==> src/hw/rtl/hrsp_pkg.sv <==
`default_nettype none

package hrsp_pkg;

   localparam int LENGTH_BITS_DEFAULT = 32;
   localparam int KEY_LEN = 14;

   localparam logic [2:0] PH_VERSION = 3'd0;
   localparam logic [2:0] PH_STATUS  = 3'd1;
   localparam logic [2:0] PH_REASON  = 3'd2;
   localparam logic [2:0] PH_KEY     = 3'd3;
   localparam logic [2:0] PH_VALUE   = 3'd4;
   localparam logic [2:0] PH_BODY    = 3'd5;
   localparam logic [2:0] PH_DONE    = 3'd6;

   localparam logic [2:0] CLS_VERSION   = 3'd0;
   localparam logic [2:0] CLS_STATUS    = 3'd1;
   localparam logic [2:0] CLS_REASON    = 3'd2;
   localparam logic [2:0] CLS_KEY       = 3'd3;
   localparam logic [2:0] CLS_VALUE     = 3'd4;
   localparam logic [2:0] CLS_BODY      = 3'd5;
   localparam logic [2:0] CLS_SEPARATOR = 3'd6;
   localparam logic [2:0] CLS_IGNORED   = 3'd7;

   localparam logic [1:0] ERR_NONE   = 2'd0;
   localparam logic [1:0] ERR_STATUS = 2'd1;
   localparam logic [1:0] ERR_LENGTH = 2'd2;

   localparam logic [7:0] CH_COLON = 8'h3a;
   localparam logic [7:0] CH_SPACE = 8'h20;
   localparam logic [7:0] CH_CR    = 8'h0d;
   localparam logic [7:0] CH_LF    = 8'h0a;
   localparam logic [7:0] CH_ZERO  = 8'h30;
   localparam logic [7:0] CH_NINE  = 8'h39;

   localparam logic [9:0] STATUS_MAX = 10'd999;

   typedef struct packed {
      logic [2:0]  byte_class;
      logic [7:0]  byte_value;
      logic [9:0]  status_code;
      logic [31:0] content_length;
      logic        headers_done;
      logic        response_done;
      logic [1:0]  parse_error;
   } result_type;

   // "Content-Length", one character per position
   function automatic logic [7:0] key_char(input logic [3:0] pos);
      logic [7:0] c;
      unique case (pos)
         4'd0:    c = 8'h43;
         4'd1:    c = 8'h6f;
         4'd2:    c = 8'h6e;
         4'd3:    c = 8'h74;
         4'd4:    c = 8'h65;
         4'd5:    c = 8'h6e;
         4'd6:    c = 8'h74;
         4'd7:    c = 8'h2d;
         4'd8:    c = 8'h4c;
         4'd9:    c = 8'h65;
         4'd10:   c = 8'h6e;
         4'd11:   c = 8'h67;
         4'd12:   c = 8'h74;
         4'd13:   c = 8'h68;
         default: c = 8'h00;
      endcase
      return c;
   endfunction

endpackage

`default_nettype wire

==> src/hw/rtl/hrsp_parse_core.sv <==
`default_nettype none

module hrsp_parse_core #(
   parameter int LENGTH_BITS = hrsp_pkg::LENGTH_BITS_DEFAULT
) (
   input  wire logic                 clock,
   input  wire logic                 reset,
   input  wire logic                 step,
   input  wire logic [7:0]           data_byte,
   input  wire logic                 first_byte,
   output hrsp_pkg::result_type      result
);
   import hrsp_pkg::*;

   localparam int PW = LENGTH_BITS + 4;

   logic [2:0]             phase_ff, phase_in, cur_phase;
   logic [9:0]             status_ff, status_in, cur_status;
   logic [1:0]             digits_ff, digits_in, cur_digits;
   logic [3:0]             pos_ff, pos_in, cur_pos;
   logic                   mis_ff, mis_in, cur_mis;
   logic [LENGTH_BITS-1:0] val_ff, val_in, cur_val;
   logic                   any_ff, any_in, cur_any;
   logic                   seen_ff, seen_in, cur_seen;
   logic [LENGTH_BITS-1:0] len_ff, len_in, cur_len;
   logic [LENGTH_BITS-1:0] body_ff, body_in, cur_body;
   logic [1:0]             err_ff, err_in, cur_err;

   logic                   is_digit;
   logic [3:0]             digit;
   logic [9:0]             status_prod;
   logic [PW-1:0]          val_prod;
   logic                   val_ovf;
   logic                   key_hit;
   logic                   raise_status;
   logic                   raise_length;
   logic [2:0]             cls;
   logic                   hdone;

   // first_byte restarts from the reset state
   always_comb begin
      cur_phase  = first_byte ? PH_VERSION : phase_ff;
      cur_status = first_byte ? '0 : status_ff;
      cur_digits = first_byte ? '0 : digits_ff;
      cur_pos    = first_byte ? '0 : pos_ff;
      cur_mis    = first_byte ? 1'b0 : mis_ff;
      cur_val    = first_byte ? '0 : val_ff;
      cur_any    = first_byte ? 1'b0 : any_ff;
      cur_seen   = first_byte ? 1'b0 : seen_ff;
      cur_len    = first_byte ? '0 : len_ff;
      cur_body   = first_byte ? '0 : body_ff;
      cur_err    = first_byte ? ERR_NONE : err_ff;
   end

   assign is_digit    = (data_byte >= CH_ZERO) && (data_byte <= CH_NINE);
   assign digit       = data_byte[3:0];
   assign status_prod = (cur_status << 3) + (cur_status << 1) + 10'(digit);
   assign val_prod    = ({4'b0, cur_val} << 3) + ({4'b0, cur_val} << 1) + PW'(digit);
   assign val_ovf     = |val_prod[PW-1:LENGTH_BITS];
   assign key_hit     = (cur_pos < 4'(KEY_LEN)) && (data_byte == key_char(cur_pos));

   always_comb begin
      phase_in     = cur_phase;
      status_in    = cur_status;
      digits_in    = cur_digits;
      pos_in       = cur_pos;
      mis_in       = cur_mis;
      val_in       = cur_val;
      any_in       = cur_any;
      seen_in      = cur_seen;
      len_in       = cur_len;
      body_in      = cur_body;
      raise_status = 1'b0;
      raise_length = 1'b0;
      cls          = CLS_SEPARATOR;
      hdone        = 1'b0;
      unique case (cur_phase)
         PH_VERSION: begin
            if (data_byte == CH_SPACE) begin
               phase_in = PH_STATUS;
            end else begin
               cls = CLS_VERSION;
            end
         end
         PH_STATUS: begin
            if (data_byte == CH_SPACE) begin
               raise_status = (cur_digits == 2'd0);
               phase_in     = PH_REASON;
            end else begin
               cls = CLS_STATUS;
               if (!is_digit || cur_digits == 2'd3) begin
                  raise_status = 1'b1;
               end else begin
                  status_in = status_prod;
                  digits_in = cur_digits + 2'd1;
               end
            end
         end
         PH_REASON: begin
            if (data_byte == CH_LF) begin
               phase_in = PH_KEY;
               pos_in   = '0;
               mis_in   = 1'b0;
            end else if (data_byte != CH_CR) begin
               cls = CLS_REASON;
            end
         end
         PH_KEY: begin
            if (data_byte == CH_LF) begin
               hdone = 1'b1;
               if (cur_seen && cur_len != '0) begin
                  body_in  = cur_len;
                  phase_in = PH_BODY;
               end else begin
                  phase_in = PH_DONE;
               end
            end else if (data_byte == CH_SPACE) begin
               // mis now marks a value that is not latched
               mis_in   = !(!cur_mis && cur_pos == 4'(KEY_LEN) && !cur_seen);
               val_in   = '0;
               any_in   = 1'b0;
               phase_in = PH_VALUE;
            end else if (data_byte != CH_CR && data_byte != CH_COLON) begin
               cls = CLS_KEY;
               if (key_hit) begin
                  pos_in = cur_pos + 4'd1;
               end else begin
                  mis_in = 1'b1;
               end
            end
         end
         PH_VALUE: begin
            if (data_byte == CH_LF) begin
               if (!cur_mis) begin
                  raise_length = !cur_any;
                  seen_in      = 1'b1;
                  len_in       = cur_val;
               end
               phase_in = PH_KEY;
               pos_in   = '0;
               mis_in   = 1'b0;
            end else if (data_byte != CH_CR) begin
               cls = CLS_VALUE;
               if (!cur_mis) begin
                  if (!is_digit) begin
                     raise_length = 1'b1;
                  end else begin
                     any_in = 1'b1;
                     if (val_ovf) begin
                        raise_length = 1'b1;
                        val_in       = '1;
                     end else begin
                        val_in = val_prod[LENGTH_BITS-1:0];
                     end
                  end
               end
            end
         end
         PH_BODY: begin
            cls     = CLS_BODY;
            body_in = cur_body - LENGTH_BITS'(1);
            if (body_in == '0) begin
               phase_in = PH_DONE;
            end
         end
         default: begin
            cls      = CLS_IGNORED;
            phase_in = PH_DONE;
         end
      endcase
   end

   always_comb begin
      priority if (cur_err != ERR_NONE) begin
         err_in = cur_err;
      end else if (raise_status) begin
         err_in = ERR_STATUS;
      end else if (raise_length) begin
         err_in = ERR_LENGTH;
      end else begin
         err_in = ERR_NONE;
      end
   end

   always_ff @(posedge clock) begin
      if (reset) begin
         phase_ff  <= PH_VERSION;
         status_ff <= '0;
         digits_ff <= '0;
         pos_ff    <= '0;
         mis_ff    <= 1'b0;
         val_ff    <= '0;
         any_ff    <= 1'b0;
         seen_ff   <= 1'b0;
         len_ff    <= '0;
         body_ff   <= '0;
         err_ff    <= ERR_NONE;
      end else if (step) begin
         phase_ff  <= phase_in;
         status_ff <= status_in;
         digits_ff <= digits_in;
         pos_ff    <= pos_in;
         mis_ff    <= mis_in;
         val_ff    <= val_in;
         any_ff    <= any_in;
         seen_ff   <= seen_in;
         len_ff    <= len_in;
         body_ff   <= body_in;
         err_ff    <= err_in;
      end
   end

   always_comb begin
      result.byte_class     = cls;
      result.byte_value     = data_byte;
      result.status_code    = status_in;
      result.content_length = 32'(len_in);
      result.headers_done   = hdone;
      result.response_done  = (phase_in == PH_DONE);
      result.parse_error    = err_in;
   end

endmodule

`default_nettype wire

==> src/hw/rtl/http_response_stream_parser_top.sv <==
// channel  | direction | handshake              | payload
// req      | in        | req_valid / req_ready  | data_byte, first_byte
// rsp      | out       | rsp_valid / rsp_ready  | byte_class .. parse_error
//
// One byte per cycle sustained while rsp is not stalled; a req byte reaches rsp through
// the input register, then the parse logic into the output register.
// Parser state updates as a byte moves from the input to the output register.
// Synchronous active-high reset clears both stages and all parser state.
// A stalled rsp holds; req stays open while the input register can drain.
`default_nettype none

module http_response_stream_parser_top #(
   parameter int LENGTH_BITS = hrsp_pkg::LENGTH_BITS_DEFAULT
) (
   input  wire logic        clock,
   input  wire logic        reset,
   input  wire logic        req_valid,
   output logic             req_ready,
   input  wire logic [7:0]  req_data_byte,
   input  wire logic        req_first_byte,
   output logic             rsp_valid,
   input  wire logic        rsp_ready,
   output logic [2:0]       rsp_byte_class,
   output logic [7:0]       rsp_byte_value,
   output logic [9:0]       rsp_status_code,
   output logic [31:0]      rsp_content_length,
   output logic             rsp_headers_done,
   output logic             rsp_response_done,
   output logic [1:0]       rsp_parse_error
);
   import hrsp_pkg::*;

   logic       in_valid_ff;
   logic [7:0] in_byte_ff;
   logic       in_first_ff;
   logic       out_valid_ff;
   result_type out_ff;
   result_type core_result;
   logic       out_free;
   logic       advance;

   assign out_free  = !out_valid_ff || rsp_ready;
   assign advance   = in_valid_ff && out_free;
   assign req_ready = !in_valid_ff || advance;

   hrsp_parse_core #(
      .LENGTH_BITS(LENGTH_BITS)
   ) u_core (
      .clock      (clock),
      .reset      (reset),
      .step       (advance),
      .data_byte  (in_byte_ff),
      .first_byte (in_first_ff),
      .result     (core_result)
   );

   always_ff @(posedge clock) begin
      if (reset) begin
         in_valid_ff  <= 1'b0;
         out_valid_ff <= 1'b0;
      end else begin
         if (req_ready) begin
            in_valid_ff <= req_valid;
         end
         if (out_free) begin
            out_valid_ff <= advance;
         end
      end
   end

   always_ff @(posedge clock) begin
      if (req_valid && req_ready) begin
         in_byte_ff  <= req_data_byte;
         in_first_ff <= req_first_byte;
      end
      if (advance) begin
         out_ff <= core_result;
      end
   end

   assign rsp_valid          = out_valid_ff;
   assign rsp_byte_class     = out_ff.byte_class;
   assign rsp_byte_value     = out_ff.byte_value;
   assign rsp_status_code    = out_ff.status_code;
   assign rsp_content_length = out_ff.content_length;
   assign rsp_headers_done   = out_ff.headers_done;
   assign rsp_response_done  = out_ff.response_done;
   assign rsp_parse_error    = out_ff.parse_error;

endmodule

`default_nettype wire

==> config.mk <==
export PLATFORM = sky130hd
export DESIGN_NAME = http_response_stream_parser_top
export DESIGN_NICKNAME = d
export VERILOG_FILES = /design/src/hw/rtl/hrsp_pkg.sv /design/src/hw/rtl/hrsp_parse_core.sv /design/src/hw/rtl/http_response_stream_parser_top.sv
export SDC_FILE = /design/constraint.sdc
export NUM_CORES = 1
export LEC_CHECK = 0
export BUFFER_PORTS_ARGS = -buffer_cell sky130_fd_sc_hd__clkbuf_2
export CAP_MARGIN = 20
export CORE_ASPECT_RATIO = 0.7
export CORE_UTILIZATION = 57
export CTS_BUF_LIST = sky130_fd_sc_hd__clkbuf_16
export CTS_CLUSTER_SIZE = 16
export DETAILED_ROUTE_END_ITERATION = 12
export PLACE_DENSITY_LB_ADDON = 0.2
export SLEW_MARGIN = 15
export SYNTH_ARGS = -nofsm -noshare
export SYNTH_HDL_FRONTEND = slang
export SYNTH_SLANG_ARGS = --single-unit
==> constraint.sdc <==
create_clock -name clock -period 9.35 [get_ports clock]
set_clock_uncertainty 0.15 [all_clocks]
set_input_delay 1.4025 -clock clock [delete_from_list [all_inputs] [get_ports clock]]
set_output_delay 1.4025 -clock clock [all_outputs]
set_load 0.03 [all_outputs]
# Yosys cells after proc, flatten, opt, wreduce, memory -nomap -nowiden

Memory sizes are Yosys's and may differ from the RTL's.
Index checks and enable logic that the tools add are counted.

Register bits after elaboration: 188
Bits in read-only memories: 112
Input port bits: 13
Logic and storage cells: 156
Memories: 1

Memory list:

| name            | words | width | rd ports | clocked after memory_dff | write ports | line           | RTL |
|---|---|---|---|---|---|---|---|
| (no name shown) | 16    | 7     | 1        | 0                        | 0           | hrsp_pkg.sv:51 | `unique case (pos)` |

Add/sub/neg operators: 7
Magnitude comparators: 3
Eq/ne operators: 13
Muxes and demuxes: 85
Reduce and logical (&&, ||, !) cells: 25

Operators by type and width:

| kind                                                                                | number |
|---|---|
| 32-bit two-way mux                                                                  | 15 |
| 32-bit one-hot mux with 2 select lines                                              | 2 |
| 3-bit two-way mux                                                                   | 15 |
| 10-bit two-way mux                                                                  | 4 |
| 35-bit by 33-bit adder with 36-bit output                                           | 1 |
| 36-bit by 4-bit adder with 36-bit output                                            | 1 |
| 32-bit zero test                                                                    | 1 |
| 32-bit nonzero test                                                                 | 1 |
| 32-bit by 1-bit subtractor with 32-bit output, second input constant                | 1 |
| 1-bit two-way mux                                                                   | 28 |
| 4-bit two-way mux                                                                   | 6 |
| 2-bit two-way mux                                                                   | 10 |
| 3-bit one-hot mux with 6 select lines                                               | 1 |
| 3-bit one-hot mux with 5 select lines                                               | 1 |
| 10-bit adder                                                                        | 1 |
| 10-bit by 4-bit adder with 10-bit output                                            | 1 |
| 3-bit equality test, second input constant                                          | 3 |
| 8-bit by 4-bit equality test with 1-bit output, second input constant               | 1 |
| 8-bit by 6-bit equality test with 1-bit output, second input constant               | 1 |
| 8-bit equality test                                                                 | 1 |
| 8-bit by 6-bit greater-or-equal comparator with 1-bit output, second input constant | 1 |
| 8-bit by 6-bit less-or-equal comparator with 1-bit output, second input constant    | 1 |
| 1-bit logical AND                                                                   | 8 |
| 8-bit by 4-bit inequality test with 1-bit output, second input constant             | 1 |
| other kinds (17)                                                                    | 27 |

# Longest topological paths before layout

Depth after elaboration: 13
Gate-level depth with buffers: 20
Mapped depth without buffers: 13

# Hierarchy

From an unflattened synthesis, not the netlist that was laid out.

Cell total of the unflattened synthesis: 1593
Area, all modules: 13085.0 µm²

By module, submodules not included:

| module                          | instances | cells each | area each (µm²) |
|---|---|---|---|
| hrsp_parse_core                 | 1         | 1517       | 10999.3 |
| http_response_stream_parser_top | 1         | 76         | 2085.8 |

# Worst setup path after synthesis

No wires, ideal clock.

Path kind: register to register
From: reg in_first_ff
To: reg u_core.val_ff[18]
Setup time: 0.145 ns
Arrival time: 4.494 ns
Required time: 9.055 ns
Path slack: 4.561 ns
Stages on the path, launching flop included: 20
Path buffers: 7
Cells stage by stage: edfxtp_1 clkbuf_2 buf_1 clkbuf_8 clkbuf_1 clkbuf_8 clkbuf_1 nor2b_1 ha_1 inv_1 fa_1 nand2b_1 a21oi_1 o21ai_0 a211o_1 a21oi_1 o221ai_1 a211oi_1 clkbuf_1 a41oi_1

Word-level cells in the longest chain between the ends: 10
Elaborated cells between the ends (all ways): 16

Ends and longest elaborated chain:

| what                                      | line                                  | RTL |
|---|---|---|
| start, declared                           | http_response_stream_parser_top.sv:35 | `logic in_first_ff;` |
| start signal, assigned                    | http_response_stream_parser_top.sv:74 | `in_first_ff <= req_first_byte;` |
| 32-bit two-way mux                        | hrsp_parse_core.sv:47                 | `cur_val = first_byte ? '0 : val_ff;` |
| 35-bit by 33-bit adder with 36-bit output | hrsp_parse_core.sv:58                 | `assign val_prod = ({4'b0, cur_val} << 3) + ({4'b0, cur_val} << 1) + PW'(digit);` |
| 36-bit by 4-bit adder with 36-bit output  | hrsp_parse_core.sv:58                 |  |
| 4-bit OR reduction                        | hrsp_parse_core.sv:59                 | `assign val_ovf = \|val_prod[PW-1:LENGTH_BITS];` |
| 32-bit two-way mux                        | hrsp_parse_core.sv:149                | `if (val_ovf) begin` |
| 32-bit two-way mux                        | hrsp_parse_core.sv:145                | `if (!is_digit) begin` |
| 32-bit two-way mux                        | hrsp_parse_core.sv:144                | `if (!cur_mis) begin` |
| 32-bit two-way mux                        | hrsp_parse_core.sv:142                | `end else if (data_byte != CH_CR) begin` |
| 32-bit two-way mux                        | hrsp_parse_core.sv:133                | `if (data_byte == CH_LF) begin` |
| 32-bit one-hot mux with 2 select lines *  | hrsp_parse_core.sv:77                 | `unique case (cur_phase)` |
| end signal, assigned                      | hrsp_parse_core.sv:204                | `val_ff <= val_in;` |
| end, declared                             | hrsp_parse_core.sv:22                 | `logic [LENGTH_BITS-1:0] val_ff, val_in, cur_val;` |

Every way passes the cells marked *; elsewhere a longest branch is shown, timed or not.
A chain may end at the register's enable or synchronous reset.

# Final worst setup path

From: reg in_first_ff
To: reg u_core.val_ff[26]

The elaborated chain is that of the path after synthesis.

==> results_dict.tcl <==
set metrics [dict create \
    status "complete, no violations" \
    die_h_um 128.3 \
    drt-vias-per-instance 6.603 \
    drt_iter0_markers 1841 \
    grt_max_degree 135 \
    cts_setup_buffers 0 \
    setup.worst_path.end_class "flop" \
    slew-limit-headroom 0.2954 \
    grt_remaining_overflow 0 \
    start_kind "flop" \
    critPathMaxFanout 134 \
    power.total_w 0.001833 \
    synth_ff_type "dfxtp_1" \
    wire_per_inst_um 20.12 \
    cts_hold_buf 0 \
    most-common-layout-cells "250 x nand2_1, 207 x a21oi_1, 141 x o21ai_0" \
    seq_area_frac_synth 0.3406 \
    dieArea_sq_um 23410 \
    yosys_register_bits 188 \
    drc 0 \
    synth_edf_count 66 \
    totalWireLength_um 39380 \
    clk_pin_slew_ns 0.07 \
    cts_sinks 188 \
    numCtsBuffers 17 \
    antenna_left 0 \
    synthesis.nets 1752 \
    start_util 0.5901 \
    nFillCells 1957 \
    clockBufferDepth 2 \
    numPortBuffers 71 \
    grt_pass1_wl_um 62600 \
    gp_congestion 0.9783 \
    grt_pass1_vias 11565 \
    cts_tree "yes" \
    cp_data_arrival_time_ns 5.45 \
    async_flop_share 0 \
    vdd_drop_max_uv 141.7 \
    grt_usage 0.3386 \
    drtPass1Iterations 6 \
    syn_avg_cell_area_sq_um 7.873 \
    nets 1741 \
    setup_violations 0 \
    coreArea_sq_um 22010 \
    worstPathRequired_ns 9.50 \
    netlist-cell-type-count 81 \
    syn2layout_area_growth_pct 8.091 \
    vias 12922 \
    syn_inst 1650 \
    period_share 0.5662 \
    fin_setup_tns_ns 0 \
    antenna_found_initial 0 \
    fin_crit_ns 5.294 \
    n_antenna_cell 0 \
    rows 45 \
    synth_top_cell_area_share 0.1880 \
    path_class "reg2reg" \
    root_buffer "clkbuf_16" \
    synth_top_cells_by_area "dfxtp_1 19%, edfxtp_1 15%, ha_1 8.3%" \
    power_leakage_nw 5.409 \
    hpwlAfterDp_um 27290 \
    rsz0062_at_grt "false" \
    fmax_ghz 0.1889 \
    final_common_cell "nand2_1" \
    die_x_um 182.4 \
    drv_slew 0 \
    min_path_type "reg2reg" \
    syn_area_sq_um 12990 \
    final_layout_size_suffix_gt1_frac 0.09080 \
    insertion_delay_ns 0.46 \
    cap_violations 0 \
    cts_resized 0 \
    yosysWarnings 0 \
    synth_area_leader_cell "dfxtp_1" \
    hold_viol 0 \
    ios 72 \
    tightest_slew_ns 1.056 \
    power_density_nw_per_um2 130.6 \
    cts-htree-levels 4 \
]
cell families (layout without fill, tap and decap cells):
| family | count (synthesis) | in the layout | share of synthesized area |
|---|---|---|---|
| AO/OA/AOI/OAI | 552 | 552 | 0.2551 |
| buffers and inverters | 143 | 145 | 0.04585 |
| flip-flops | 188 | 188 | 0.3406 |
| XOR/XNOR | 53 | 53 | 0.03574 |
| AND/OR/NAND/NOR | 613 | 613 | 0.2258 |
| adder cells (fa/ha/maj) | 89 | 89 | 0.08746 |
| multiplexers | 12 | 12 | 0.009536 |
worst paths after layout:
kind	cells past startpoint	slack, ns	to	start
max	13	4.06	u_core.val_ff[26]	in_first_ff
min	2	0.31	u_core.status_ff[7]	u_core.status_ff[7]
max reg2reg	13	4.06	u_core.val_ff[26]	in_first_ff
min reg2reg	2	0.31	u_core.status_ff[7]	u_core.status_ff[7]
stage by stage:
| stage | area, sq um | util | worst slack [ns] | std cells | hold slack (ns) |
|---|---|---|---|---|---|
| 2_1_floorplan | 12990 | - | 4.561 | 1650 | 0.2744 |
| 3_3_place_gp | 13390 | 0.6081 | 4.060 | 1925 | 0.2881 |
| 3_5_place_dp | 13400 | 0.6085 | 4.197 | 1925 | 0.2997 |
| 4_1_cts | 14040 | 0.6378 | 4.168 | 1957 | 0.3095 |
| 5_1_grt | 14040 | 0.6378 | 3.742 | 1957 | 0.3316 |
| 6_report | 14040 | 0.6378 | 4.056 | 1957 | 0.3076 |
power breakdown:
group	switching, W	internal (W)	leakage [nW]
Sequential	0.0000138	0.000862	1.59
Combinational	0.000111	0.0000380	3.51
Clock	0.000335	0.000474	0.312
area by class of cell:
class / count / area [sq um] / area share
inverter: 27 / 103.9 / 0.007396
tap: 305 / 381.6 / 0.02718
clock inverter: 15 / 219.0 / 0.01559
timing repair buffer: 86 / 483.0 / 0.03440
multi-input combinational: 1319 / 8004 / 0.5700
sequential: 188 / 4424 / 0.3151
clock buffer: 17 / 425.4 / 0.03030
cells in the mapped netlist (11+ instances only):
cell type / instances
ha_1: 86
nand2_1: 250
nor3_1: 39
o22ai_1: 11
a211oi_1: 17
a21o_1: 20
dfxtp_1: 122
edfxtp_1: 66
a21oi_1: 207
o21bai_1: 13
nand3_1: 30
xnor2_1: 32
a31oi_1: 17
nand4_1: 15
nor2b_1: 56
clkbuf_1: 96
and3_1: 22
a22oi_1: 30
o21a_1: 13
nor4_1: 18
o21ai_0: 141
xor2_1: 21
nor2_1: 118
inv_1: 25
worst max-delay path, stage by stage (launching register included):
cell and delay (ns):
edfxtp_1 0.38, buf_12 0.43, nor2b_1 0.24, xor2_1 0.20
ha_1 0.32, ha_1 0.31, a211oi_1 0.39, o21ai_0 0.30
a31oi_1 0.27, a31oi_1 0.18, a21oi_1 0.34, o221ai_1 0.44
a211oi_4 0.88, o21bai_1 0.21
sequential cells by signal, summed over array words and instances, names as in the netlist:
name / flops
u_core.err_ff: 2
in_valid_ff: 1
rsp_headers_done: 1
rsp_status_code: 10
u_core.pos_ff: 4
u_core.seen_ff: 1
rsp_valid: 1
in_byte_ff: 8
u_core.mis_ff: 1
rsp_content_length: 32
u_core.len_ff: 32
u_core.phase_ff: 3
in_first_ff: 1
rsp_byte_value: 8
u_core.digits_ff: 2
rsp_parse_error: 2
rsp_response_done: 1
u_core.body_ff: 32
u_core.any_ff: 1
rsp_byte_class: 3
u_core.status_ff: 10
u_core.val_ff: 32
per-layer routing:
layer / share of wire / up-vias / routed length (um) / GRT usage
met5: 0 / - / 0 / 0
met4: 0.020 / 0 / 773 / 0.08848
met3: 0.10 / 71 / 4005 / 0.06761
met2: 0.41 / 721 / 16250 / 0.4877
met1: 0.47 / 6139 / 18350 / 0.5123
li1: - / 5991 / - / -
(Power assumes the default switching activity.)
